[config.mk]
export PLATFORM = sky130hd
export DESIGN_NAME = path_point_smoothing_filter_unit
export DESIGN_NICKNAME = d
export VERILOG_FILES = /design/src/rtl/core/ppsf_pkg.sv /design/src/rtl/core/ppsf_datapath.sv /design/src/rtl/core/ppsf_ctrl.sv /design/src/rtl/core/path_point_smoothing_filter_unit.sv
export SDC_FILE = /design/constraint.sdc
export NUM_CORES = 2
export LEC_CHECK = 0
export BUFFER_PORTS_ARGS = -buffer_cell sky130_fd_sc_hd__buf_2
export CAP_MARGIN = 20
export CORE_UTILIZATION = 50
export CTS_CLUSTER_DIAMETER = 60
export DETAILED_ROUTE_END_ITERATION = 10
export PLACE_DENSITY = 0.68
export SYNTH_ARGS = -nofsm -noshare
export SYNTH_HDL_FRONTEND = slang
export SYNTH_SLANG_ARGS = --single-unit
[constraint.sdc]
create_clock -name i_clk -period 26.8 [get_ports i_clk]
set_input_delay 0 -clock i_clk [delete_from_list [all_inputs] [get_ports i_clk]]
set_output_delay 0 -clock i_clk [all_outputs]
set_load 0.01 [all_outputs]
[src/rtl/core/ppsf_pkg.sv]
// Shared constants, types and the kernel table of the path point smoothing filter.
package ppsf_pkg;

    localparam int COORD_BITS = 32;
    localparam int WIN_LEN    = 7;
    localparam int LAG        = 3;
    localparam int IDX_BITS   = 3;
    localparam int W_BITS     = 8;
    localparam int ACC_BITS   = COORD_BITS + W_BITS;
    localparam int CNT_BITS   = $clog2(ACC_BITS + 1);
    localparam int MODE_BITS  = 2;

    localparam logic [MODE_BITS-1:0] MODE_PASS = 2'd0;
    localparam logic [MODE_BITS-1:0] MODE_AVG3 = 2'd1;
    localparam logic [MODE_BITS-1:0] MODE_WTD  = 2'd2;

    typedef enum logic [2:0] {
        ST_IDLE,
        ST_PLAN,
        ST_SETUP,
        ST_MAC,
        ST_DIV,
        ST_ROUND,
        ST_OUT
    } t_state;

    typedef struct packed {
        logic                shift;
        logic                start;
        logic                mac_en;
        logic                div_start;
        logic                div_step;
        logic                round;
        logic                load_out;
        logic                clear_seen;
        logic [IDX_BITS-1:0] center;
        logic                last;
    } t_cmd;

    typedef struct packed {
        logic [IDX_BITS-1:0] seen;
        logic                mac_done;
        logic                div_done;
        logic                out_free;
    } t_stat;

    // Seven-tap kernel, tap 3 is the centre point.
    function automatic logic [W_BITS-1:0] kernel_weight(input logic [IDX_BITS-1:0] k);
        logic [W_BITS-1:0] w;
        case (k)
            3'd0:    w = 8'd2;
            3'd1:    w = 8'd16;
            3'd2:    w = 8'd38;
            3'd3:    w = 8'd49;
            3'd4:    w = 8'd38;
            3'd5:    w = 8'd16;
            3'd6:    w = 8'd2;
            default: w = 8'd0;
        endcase
        return w;
    endfunction

endpackage

[src/rtl/core/ppsf_datapath.sv]
// Datapath: point window, multiply-accumulate, serial divider and output register.
module ppsf_datapath (
    input  logic                                    i_clk,
    input  logic                                    i_rst_n,
    input  logic                                    i_cfg_we,
    input  logic [ppsf_pkg::MODE_BITS-1:0]          i_cfg_data,
    input  logic signed [ppsf_pkg::COORD_BITS-1:0]  i_in_x,
    input  logic signed [ppsf_pkg::COORD_BITS-1:0]  i_in_y,
    input  ppsf_pkg::t_cmd                          i_cmd,
    output ppsf_pkg::t_stat                         o_stat,
    input  logic                                    i_out_ready,
    output logic                                    o_out_valid,
    output logic signed [ppsf_pkg::COORD_BITS-1:0]  o_out_x,
    output logic signed [ppsf_pkg::COORD_BITS-1:0]  o_out_y,
    output logic                                    o_out_last
);
    import ppsf_pkg::*;

    logic [MODE_BITS-1:0]         r_mode;
    logic signed [COORD_BITS-1:0] r_win_x [WIN_LEN];
    logic signed [COORD_BITS-1:0] r_win_y [WIN_LEN];
    logic [IDX_BITS-1:0]          r_seen;

    logic [IDX_BITS-1:0]          r_p;
    logic [IDX_BITS-1:0]          r_hi;
    logic                         r_wtd;
    logic                         r_tap_run;
    logic                         r_prod_vld;
    logic signed [ACC_BITS-1:0]   r_prod_x;
    logic signed [ACC_BITS-1:0]   r_prod_y;
    logic [W_BITS-1:0]            r_prod_w;
    logic signed [ACC_BITS-1:0]   r_acc_x;
    logic signed [ACC_BITS-1:0]   r_acc_y;
    logic [W_BITS-1:0]            r_den;

    logic [CNT_BITS-1:0]          r_div_cnt;
    logic                         r_neg_x;
    logic                         r_neg_y;
    logic [ACC_BITS-1:0]          r_quo_x;
    logic [ACC_BITS-1:0]          r_quo_y;
    logic [W_BITS-1:0]            r_rem_x;
    logic [W_BITS-1:0]            r_rem_y;
    logic [COORD_BITS-1:0]        r_res_x;
    logic [COORD_BITS-1:0]        r_res_y;

    logic                         r_out_vld;
    logic [COORD_BITS-1:0]        r_out_x;
    logic [COORD_BITS-1:0]        r_out_y;
    logic                         r_out_last;

    // Window setup for one emitted point.
    logic [IDX_BITS:0]   w_sum;
    logic [IDX_BITS-1:0] w_nl;
    logic [IDX_BITS-1:0] w_nr_raw;
    logic [IDX_BITS-1:0] w_nr;
    logic [IDX_BITS-1:0] w_lo;
    logic [IDX_BITS-1:0] w_hi;
    logic                w_wtd;

    always_comb begin
        w_sum    = {1'b0, i_cmd.center} + {1'b0, r_seen} - (IDX_BITS + 1)'(WIN_LEN);
        w_nl     = (w_sum > (IDX_BITS + 1)'(LAG)) ? IDX_BITS'(LAG) : w_sum[IDX_BITS-1:0];
        w_nr_raw = IDX_BITS'(WIN_LEN - 1) - i_cmd.center;
        w_nr     = (w_nr_raw > IDX_BITS'(LAG)) ? IDX_BITS'(LAG) : w_nr_raw;
        case (r_mode)
            MODE_WTD: begin
                w_lo  = i_cmd.center - w_nl;
                w_hi  = i_cmd.center + w_nr;
                w_wtd = 1'b1;
            end
            MODE_AVG3: begin
                w_wtd = 1'b0;
                if (w_nl != '0 && w_nr != '0) begin
                    w_lo = i_cmd.center - IDX_BITS'(1);
                    w_hi = i_cmd.center + IDX_BITS'(1);
                end else begin
                    w_lo = i_cmd.center;
                    w_hi = i_cmd.center;
                end
            end
            MODE_PASS: begin
                w_lo  = i_cmd.center;
                w_hi  = i_cmd.center;
                w_wtd = 1'b0;
            end
            default: begin
                w_lo  = i_cmd.center;
                w_hi  = i_cmd.center;
                w_wtd = 1'b0;
            end
        endcase
    end

    // One tap per cycle for both coordinates.
    logic [IDX_BITS-1:0]        w_kidx;
    logic [W_BITS-1:0]          w_w;
    logic signed [ACC_BITS:0]   w_px;
    logic signed [ACC_BITS:0]   w_py;

    always_comb begin
        w_kidx = r_p - i_cmd.center + IDX_BITS'(LAG);
        w_w    = r_wtd ? kernel_weight(w_kidx) : W_BITS'(1);
        w_px   = r_win_x[r_p] * $signed({1'b0, w_w});
        w_py   = r_win_y[r_p] * $signed({1'b0, w_w});
    end

    function automatic logic [W_BITS+ACC_BITS-1:0] div_iter(
        input logic [W_BITS-1:0]   rem,
        input logic [ACC_BITS-1:0] quo,
        input logic [W_BITS-1:0]   den
    );
        logic [W_BITS:0]   trial;
        logic [W_BITS-1:0] nrem;
        logic              qbit;
        trial = {rem, quo[ACC_BITS-1]};
        if (trial >= {1'b0, den}) begin
            nrem = W_BITS'(trial - {1'b0, den});
            qbit = 1'b1;
        end else begin
            nrem = trial[W_BITS-1:0];
            qbit = 1'b0;
        end
        return {nrem, quo[ACC_BITS-2:0], qbit};
    endfunction

    logic [W_BITS+ACC_BITS-1:0] w_step_x;
    logic [W_BITS+ACC_BITS-1:0] w_step_y;
    logic [ACC_BITS-1:0]        w_mag_x;
    logic [ACC_BITS-1:0]        w_mag_y;
    logic                       w_up_x;
    logic                       w_up_y;
    logic [COORD_BITS-1:0]      w_q_x;
    logic [COORD_BITS-1:0]      w_q_y;

    always_comb begin
        w_step_x = div_iter(r_rem_x, r_quo_x, r_den);
        w_step_y = div_iter(r_rem_y, r_quo_y, r_den);
        w_mag_x  = r_acc_x[ACC_BITS-1] ? ACC_BITS'(-r_acc_x) : ACC_BITS'(r_acc_x);
        w_mag_y  = r_acc_y[ACC_BITS-1] ? ACC_BITS'(-r_acc_y) : ACC_BITS'(r_acc_y);
        // Round half away from zero on the magnitude: up when 2*rem >= den.
        w_up_x   = {r_rem_x, 1'b0} >= {1'b0, r_den};
        w_up_y   = {r_rem_y, 1'b0} >= {1'b0, r_den};
        w_q_x    = r_quo_x[COORD_BITS-1:0] + COORD_BITS'(w_up_x);
        w_q_y    = r_quo_y[COORD_BITS-1:0] + COORD_BITS'(w_up_y);
    end

    always_ff @(posedge i_clk) begin
        if (!i_rst_n) begin
            r_mode     <= MODE_PASS;
            r_seen     <= '0;
            r_tap_run  <= 1'b0;
            r_prod_vld <= 1'b0;
            r_div_cnt  <= '0;
            r_out_vld  <= 1'b0;
        end else begin
            if (i_cfg_we) begin
                r_mode <= i_cfg_data;
            end
            if (i_cmd.clear_seen) begin
                r_seen <= '0;
            end else if (i_cmd.shift && r_seen != IDX_BITS'(WIN_LEN)) begin
                r_seen <= r_seen + IDX_BITS'(1);
            end
            if (i_cmd.start) begin
                r_tap_run  <= 1'b1;
                r_prod_vld <= 1'b0;
            end else if (i_cmd.mac_en) begin
                r_prod_vld <= r_tap_run;
                if (r_tap_run && r_p == r_hi) begin
                    r_tap_run <= 1'b0;
                end
            end
            if (i_cmd.div_start) begin
                r_div_cnt <= CNT_BITS'(ACC_BITS);
            end else if (i_cmd.div_step) begin
                r_div_cnt <= r_div_cnt - CNT_BITS'(1);
            end
            if (i_cmd.load_out) begin
                r_out_vld <= 1'b1;
            end else if (i_out_ready) begin
                r_out_vld <= 1'b0;
            end
        end
    end

    always_ff @(posedge i_clk) begin
        if (i_cmd.shift) begin
            for (int i = 0; i < WIN_LEN - 1; i++) begin
                r_win_x[i] <= r_win_x[i+1];
                r_win_y[i] <= r_win_y[i+1];
            end
            r_win_x[WIN_LEN-1] <= i_in_x;
            r_win_y[WIN_LEN-1] <= i_in_y;
        end
        if (i_cmd.start) begin
            r_p     <= w_lo;
            r_hi    <= w_hi;
            r_wtd   <= w_wtd;
            r_acc_x <= '0;
            r_acc_y <= '0;
            r_den   <= '0;
        end else if (i_cmd.mac_en) begin
            if (r_tap_run) begin
                r_prod_x <= w_px[ACC_BITS-1:0];
                r_prod_y <= w_py[ACC_BITS-1:0];
                r_prod_w <= w_w;
                r_p      <= r_p + IDX_BITS'(1);
            end
            if (r_prod_vld) begin
                r_acc_x <= r_acc_x + r_prod_x;
                r_acc_y <= r_acc_y + r_prod_y;
                r_den   <= r_den + r_prod_w;
            end
        end
        if (i_cmd.div_start) begin
            r_neg_x <= r_acc_x[ACC_BITS-1];
            r_neg_y <= r_acc_y[ACC_BITS-1];
            r_quo_x <= w_mag_x;
            r_quo_y <= w_mag_y;
            r_rem_x <= '0;
            r_rem_y <= '0;
        end else if (i_cmd.div_step) begin
            {r_rem_x, r_quo_x} <= w_step_x;
            {r_rem_y, r_quo_y} <= w_step_y;
        end
        if (i_cmd.round) begin
            r_res_x <= r_neg_x ? COORD_BITS'(~w_q_x + COORD_BITS'(1)) : w_q_x;
            r_res_y <= r_neg_y ? COORD_BITS'(~w_q_y + COORD_BITS'(1)) : w_q_y;
        end
        if (i_cmd.load_out) begin
            r_out_x    <= r_res_x;
            r_out_y    <= r_res_y;
            r_out_last <= i_cmd.last;
        end
    end

    assign o_stat.seen     = r_seen;
    assign o_stat.mac_done = !r_tap_run && !r_prod_vld;
    assign o_stat.div_done = (r_div_cnt == '0);
    assign o_stat.out_free = !r_out_vld || i_out_ready;

    assign o_out_valid = r_out_vld;
    assign o_out_x     = r_out_x;
    assign o_out_y     = r_out_y;
    assign o_out_last  = r_out_last;

endmodule

[src/rtl/core/ppsf_ctrl.sv]
// Controller: sequences window update, accumulation, division and result hand-off.
module ppsf_ctrl (
    input  logic            i_clk,
    input  logic            i_rst_n,
    input  logic            i_in_valid,
    input  logic            i_in_last,
    input  ppsf_pkg::t_stat i_stat,
    output logic            o_in_ready,
    output ppsf_pkg::t_cmd  o_cmd
);
    import ppsf_pkg::*;

    t_state              r_state;
    t_state              n_state;
    logic [IDX_BITS-1:0] r_center;
    logic [IDX_BITS-1:0] n_center;
    logic                r_last;
    logic                n_last;
    logic [IDX_BITS-1:0] w_pend;
    logic                w_final;

    assign w_pend  = (i_stat.seen >= IDX_BITS'(LAG + 1)) ? IDX_BITS'(LAG + 1) : i_stat.seen;
    assign w_final = r_last && (r_center == IDX_BITS'(WIN_LEN - 1));

    always_comb begin
        n_state  = r_state;
        n_center = r_center;
        n_last   = r_last;
        case (r_state)
            ST_IDLE: begin
                if (i_in_valid) begin
                    n_state = ST_PLAN;
                    n_last  = i_in_last;
                end
            end
            ST_PLAN: begin
                if (r_last) begin
                    n_center = IDX_BITS'(WIN_LEN) - w_pend;
                    n_state  = ST_SETUP;
                end else if (i_stat.seen >= IDX_BITS'(LAG + 1)) begin
                    n_center = IDX_BITS'(LAG);
                    n_state  = ST_SETUP;
                end else begin
                    n_state = ST_IDLE;
                end
            end
            ST_SETUP: begin
                n_state = ST_MAC;
            end
            ST_MAC: begin
                if (i_stat.mac_done) begin
                    n_state = ST_DIV;
                end
            end
            ST_DIV: begin
                if (i_stat.div_done) begin
                    n_state = ST_ROUND;
                end
            end
            ST_ROUND: begin
                n_state = ST_OUT;
            end
            ST_OUT: begin
                if (i_stat.out_free) begin
                    if (r_last && !w_final) begin
                        n_center = r_center + IDX_BITS'(1);
                        n_state  = ST_SETUP;
                    end else begin
                        n_state = ST_IDLE;
                    end
                end
            end
            default: begin
                n_state = ST_IDLE;
            end
        endcase
    end

    always_comb begin
        o_in_ready = 1'b0;
        o_cmd      = '0;
        o_cmd.center = r_center;
        o_cmd.last   = w_final;
        case (r_state)
            ST_IDLE: begin
                o_in_ready  = 1'b1;
                o_cmd.shift = i_in_valid;
            end
            ST_SETUP: begin
                o_cmd.start = 1'b1;
            end
            ST_MAC: begin
                o_cmd.mac_en    = 1'b1;
                o_cmd.div_start = i_stat.mac_done;
            end
            ST_DIV: begin
                o_cmd.div_step = !i_stat.div_done;
            end
            ST_ROUND: begin
                o_cmd.round = 1'b1;
            end
            ST_OUT: begin
                o_cmd.load_out   = i_stat.out_free;
                o_cmd.clear_seen = i_stat.out_free && w_final;
            end
            default: begin
                o_in_ready = 1'b0;
            end
        endcase
    end

    always_ff @(posedge i_clk) begin
        if (!i_rst_n) begin
            r_state  <= ST_IDLE;
            r_center <= '0;
            r_last   <= 1'b0;
        end else begin
            r_state  <= n_state;
            r_center <= n_center;
            r_last   <= n_last;
        end
    end

endmodule

[src/rtl/core/path_point_smoothing_filter_unit.sv]
// Top level of the path point smoothing filter: controller, datapath and checks.
//
// Input beats carry one path point (i_in_x, i_in_y, signed fixed point) and
// i_in_last, which closes a sequence. Output beats carry smoothed points in
// the same format, with o_out_last set on the final point of each sequence.
// Both channels use valid/ready; a beat moves when valid and ready are high.
// The mode register (i_cfg_we, i_cfg_data) selects pass-through, three-point
// averaging or seven-tap weighted smoothing. It must be written only while
// idle; the block itself does not enforce this. A point is emitted once
// three newer points have arrived; the last beat of a sequence flushes
// every pending point, so one input beat yields zero to four output beats.
// Each result takes one to seven taps of multiply-accumulate and a drain
// of the product register, then a 40-step divider that yields one quotient
// bit per cycle, then a rounding step.
// The input is taken only while the controller is idle; a finished result
// sits in the output register, so the next point can be taken while it waits.
// If the receiver stalls, the next result is held in the datapath until the
// output register frees. Reset is synchronous and active low: it clears the
// point count, the mode (pass-through) and both valid flags.
module path_point_smoothing_filter_unit (
    input  logic                                    i_clk,
    input  logic                                    i_rst_n,
    input  logic                                    i_cfg_we,
    input  logic [ppsf_pkg::MODE_BITS-1:0]          i_cfg_data,
    input  logic                                    i_in_valid,
    output logic                                    o_in_ready,
    input  logic signed [ppsf_pkg::COORD_BITS-1:0]  i_in_x,
    input  logic signed [ppsf_pkg::COORD_BITS-1:0]  i_in_y,
    input  logic                                    i_in_last,
    output logic                                    o_out_valid,
    input  logic                                    i_out_ready,
    output logic signed [ppsf_pkg::COORD_BITS-1:0]  o_out_x,
    output logic signed [ppsf_pkg::COORD_BITS-1:0]  o_out_y,
    output logic                                    o_out_last
);
    import ppsf_pkg::*;

    t_cmd  w_cmd;
    t_stat w_stat;

    // The controller owns sequencing; it sees the datapath only through status.
    ppsf_ctrl u_ctrl (
        .i_clk      (i_clk),
        .i_rst_n    (i_rst_n),
        .i_in_valid (i_in_valid),
        .i_in_last  (i_in_last),
        .i_stat     (w_stat),
        .o_in_ready (o_in_ready),
        .o_cmd      (w_cmd)
    );

    // The datapath holds the point window, the arithmetic and the output beat.
    ppsf_datapath u_datapath (
        .i_clk       (i_clk),
        .i_rst_n     (i_rst_n),
        .i_cfg_we    (i_cfg_we),
        .i_cfg_data  (i_cfg_data),
        .i_in_x      (i_in_x),
        .i_in_y      (i_in_y),
        .i_cmd       (w_cmd),
        .o_stat      (w_stat),
        .i_out_ready (i_out_ready),
        .o_out_valid (o_out_valid),
        .o_out_x     (o_out_x),
        .o_out_y     (o_out_y),
        .o_out_last  (o_out_last)
    );

`ifndef ASSERT_OFF
    // The divider must only be loaded once accumulation has drained and it is free.
    a_div_start_clean: assert property (@(posedge i_clk) disable iff (!i_rst_n)
        w_cmd.div_start |-> (w_stat.mac_done && w_stat.div_done))
        else $error("divider loaded while busy or before accumulation finished");

    // Rounding must see a finished quotient.
    a_round_after_div: assert property (@(posedge i_clk) disable iff (!i_rst_n)
        w_cmd.round |-> w_stat.div_done)
        else $error("rounding started before division finished");

    // After the final point of a sequence leaves, the next sequence starts empty.
    a_seq_restart: assert property (@(posedge i_clk) disable iff (!i_rst_n)
        (w_cmd.load_out && w_cmd.last) |=> (w_stat.seen == '0))
        else $error("point count not cleared at end of sequence");
`endif

endmodule

==> key figures <==
Worst setup path
  – CP most frequent cell: inv_1
  – Worst Path Max Fanout: 52
  – Worst setup SP type: register
  – CP delay by family, top: adder cells
  – Req. time, crit path: 27.30 ns
  – WP depth: 22
  – Worst Setup End Kind: register
  – Crit path DAT: 8.83 ns
  – Worst r2r path cells: 22
  – Buffers and inverters on the worst path: 6
  – Cells along the critical path: buf_4 -> buf_4 -> mux4_2 -> mux2i_1 -> nor2_1 -> ha_1 -> inv_1 -> fa_1 -> inv_1 -> fa_1 -> inv_1 -> fa_1 -> inv_1 -> ha_1 -> o21ai_0 -> nand2b_1 -> a31oi_1 -> o311ai_0 -> a31o_2 -> a31oi_1 -> nand2_1 -> a311oi_1
  – Setup Crit Path Kind: register to register
  – Critical path's largest stage delay: 0.81 ns
  – Slowest CP cell: buf_4

Global route
  – First-pass GRT wire length: 177000 um
  – Largest net degree at the start of global routing: 192
  – Number of global-route vias before repair: ~35k
  – Initial antenna violation count: 0
  – Total congestion overflow: 0
  – GRT Overall Usage: 19.14%

Placement
  – Number of buffers added on ports: 138
  – Place WS: 18.37 ns
  – Placed cell areas: 56660 um2
  – Dpl hpwl: 76290 um
  – RD Place Congestion: 0.8728

Routing
  – Initial DRT Pass Iterations: 5
  – DR vias: 36.12k
  – Detailed-route wire length per cell: 15.79 um
  – Final ANT Viol Nets: 0
  – Wire length on met3: 5114 um
  – Top routing layer in use: met4
  – Detailed Route Iter0 Violations: 2697
  – DR vias/cell: 5.343
  – WL met2: 44960 um
  – Routed WL: 106700 um
  – M1 wire length: 55040 um
  – Residual DRC count: 0

CTS
  – Clock Path Buffers: 3
  – Max H-tree Level: 3
  – Post-cts resize count: 0
  – TritonCTS clock tree: built
  – Clk_lat worst skew: 0.70 ns
  – Post-CTS setup buffers: 0
  – Clk pin slew, worst setup/hold paths: 0.06 ns
  – Root Buffer: clkbuf_16
  – CTS sink count: 877
  – TritonCTS buffer count: 103

Logic synthesis
  – Ys async rst share: 0%
  – Synth area leaders: edfxtp_1 (41%), ha_1 (7.9%), fa_1 (7.5%)
  – Top FF cell, synth: edfxtp_1
  – Syn_nets: 5713
  – Synthesis-stage register bit count: slightly below 900
  – Most frequent cell after synthesis: edfxtp_1
  – Seq/Total Area, Yosys: 45.80%
  – Synth cell types: about 90
  – Synth Warn #: 0
  – Commonest cells post-synth: edfxtp_1 (749), inv_1 (559), nor2_1 (443), nand2_1 (433), ha_1 (344)
  – Synthesized area per cell: 10.74 um2
  – Syn Std Cell Area: 54700 um2
  – Post-synth EDFFs: 749
  – Synth top area share: 41.12%
  – Synth area leader: edfxtp_1
  – Synth Instances: 5092

Final layout
  – Share of layout cells above drive strength 1: a little under a tenth
  – Final net count: approximately 6k
  – Diodes inserted: 0
  – Final instance area: 61150 um2
  – Layout area overhead: 11.80%

Job
  – Total of max-cap violations: 0

STA
  – Layout Skew: 0.03496 ns
  – Worst Tran Pin Value: around 1.0 ns
  – RSZ-0062 raised after global routing: no
  – Setup Viol. Count Final: 0
  – Final worst-path cycle share: a little under a third
  – Slew headroom: 30.23%
  – Pins Over Slew Limit: 0
  – Post-route setup slack: 18.47 ns
  – Fmax: about 120 MHz
  – TNS Setup: 0 ns
  – Minimum clock period: around 8.3 ns
  – Hold violation total from the final report: 0

Power and ir drop
  – Cell Pwr Density: 57.10 nW/um2
  – Static Leak: 25.69 nW
  – Worst VDD drop: 0.05889 mV

Floorplanning
  – Core area: 107800 um2
  – Die Ht: 332.8 um
  – Die outline width: 332.8 um
  – IO Pins: ~140
  – Starting density of the core: 50.74%
  – Row cnt: 120
  – Die area: between 100000 and 150000 um2

Min path
  – Hold crit path type: primary input to register
  – Hold Path Stages: 2

Status
  – Status: complete, no violations
[worst register-to-register path, cell delays in order (launching register included)]
cell and delay, ns:
dfxtp_4 0.71, buf_4 0.81, buf_4 0.87, mux4_2 0.62, mux2i_1 0.40, nor2_1 0.09
ha_1 0.32, inv_1 0.06, fa_1 0.53, inv_1 0.05, fa_1 0.53, inv_1 0.05
fa_1 0.53, inv_1 0.04, ha_1 0.34, o21ai_0 0.18, nand2b_1 0.08, a31oi_1 0.30
o311ai_0 0.32, a31o_2 0.39, a31oi_1 0.47, nand2_1 0.17, a311oi_1 0.30
[sequential cells by signal, indices dropped and copies added, names as in the netlist, 5 cells and up, named ones only]
| signal | cells |
|---|---|
| u_datapath.r_prod_w | 5 |
| u_datapath.r_div_cnt | 6 |
| u_datapath.r_win_y | 224 |
| u_datapath.o_out_x | 32 |
| u_datapath.r_rem_y | 8 |
| u_datapath.r_rem_x | 8 |
| u_datapath.r_quo_x | 40 |
| u_datapath.r_res_x | 32 |
| u_datapath.r_prod_x | 39 |
| u_datapath.r_quo_y | 40 |
| u_datapath.o_out_y | 32 |
| u_datapath.r_den | 8 |
| u_datapath.r_res_y | 32 |
| u_datapath.r_acc_y | 40 |
| u_datapath.r_win_x | 224 |
| u_datapath.r_acc_x | 40 |
| u_datapath.r_prod_y | 39 |
[report_power, final]
part	leakage (nW)	internal [mW]	total (mW)	switching [mW]
Combinational	16.0	0.206	0.498	0.292
Sequential	8.05	1.56	1.59	0.0305
Clock	1.66	0.815	1.40	0.587
Total	25.7	2.58	3.49	0.910
[repair_timing]
action | in CTS | in global routing
setup endpoints to repair | 0 | 0
hold buffers | 106 | 0
endpoints found under the hold margin | 86 | 0
[kinds of logic after synthesis]
kind of cell / count (synthesis) / share of synthesized area (%)
and+or+nand+nor: 1364 / 11.58
AOI/OAI and AO/OA: 969 / 10.82
DFF: 877 / 45.80
buffers and inverters: 763 / 5.298
adders and majority gates: 549 / 15.37
xor gates and xnor gates: 348 / 5.572
muxes: 222 / 5.556
[per-stage QoR]
stage          hold slack (ns)  instances  utilization (%)  power [mW]
3_3_place_gp            0.1763       6459            52.55       2.093
6_report               0.03720       6760            56.73       3.492
3_5_place_dp            0.1781       6460            52.56       2.107
5_1_grt                0.02290       6760            56.73       3.652
4_1_cts              0.0001617       6760            56.73       3.530
2_1_floorplan          0.09887       5092                -       2.007
[cell type report]
| cell class | instances | area, um2 |
|---|---|---|
| clock buffer | 123 | 2673 |
| clock inverter | 71 | 758.2 |
| fill | 9084 | 46650 |
| inverter | 561 | 2115 |
| multi-input combinational | 3452 | 26810 |
| sequential | 877 | 25070 |
| tap | 1403 | 1755 |
| timing repair buffer | 273 | 1982 |
[cell usage in the layout, fill, tap and decap left out, drive strengths merged, types with 15 or more instances in the layout]
master,netlist,layout
nor2,444,444
fa,205,205
and2,23,23
nand3,109,109
ha,344,344
nand2,433,433
edfxtp,749,749
or2,60,60
o21ai,334,334
nor4,23,23
clkinv,1,33
o21a,31,31
a21oi,264,264
nor3,67,67
o31ai,33,33
dfxtp,128,128
or3,26,26
clkbuf,154,123
a21o,94,94
o211ai,15,15
a31oi,24,24
mux4,64,64
o21bai,32,32
xnor2,197,197
nor2b,33,33
dlygate4sd3,0,106
inv,560,582
buf,48,167
a211oi,29,29
nand4,34,34
mux2i,145,145
xor2,151,151
and3,25,25
nand2b,36,36
[path summary, 6_finish.rpt]
kind	from	end	slack [ns]
min reg2reg	u_datapath.r_res_x[15]	u_datapath.o_out_x[15]	0.41
min	i_in_y[20]	u_datapath.r_win_y[6][20]	0.04
max reg2reg	register	u_datapath.r_prod_y[33]	18.47
max	register	u_datapath.r_prod_y[33]	18.47
[routing by layer]
layer	vias to the layer above	track usage [%]
met2	689	28.22
met5	-	0
met1	17080	29.85
met3	130	2.449
met4	0	4.402
li1	18220	-
(Power assumes the default switching activity.)
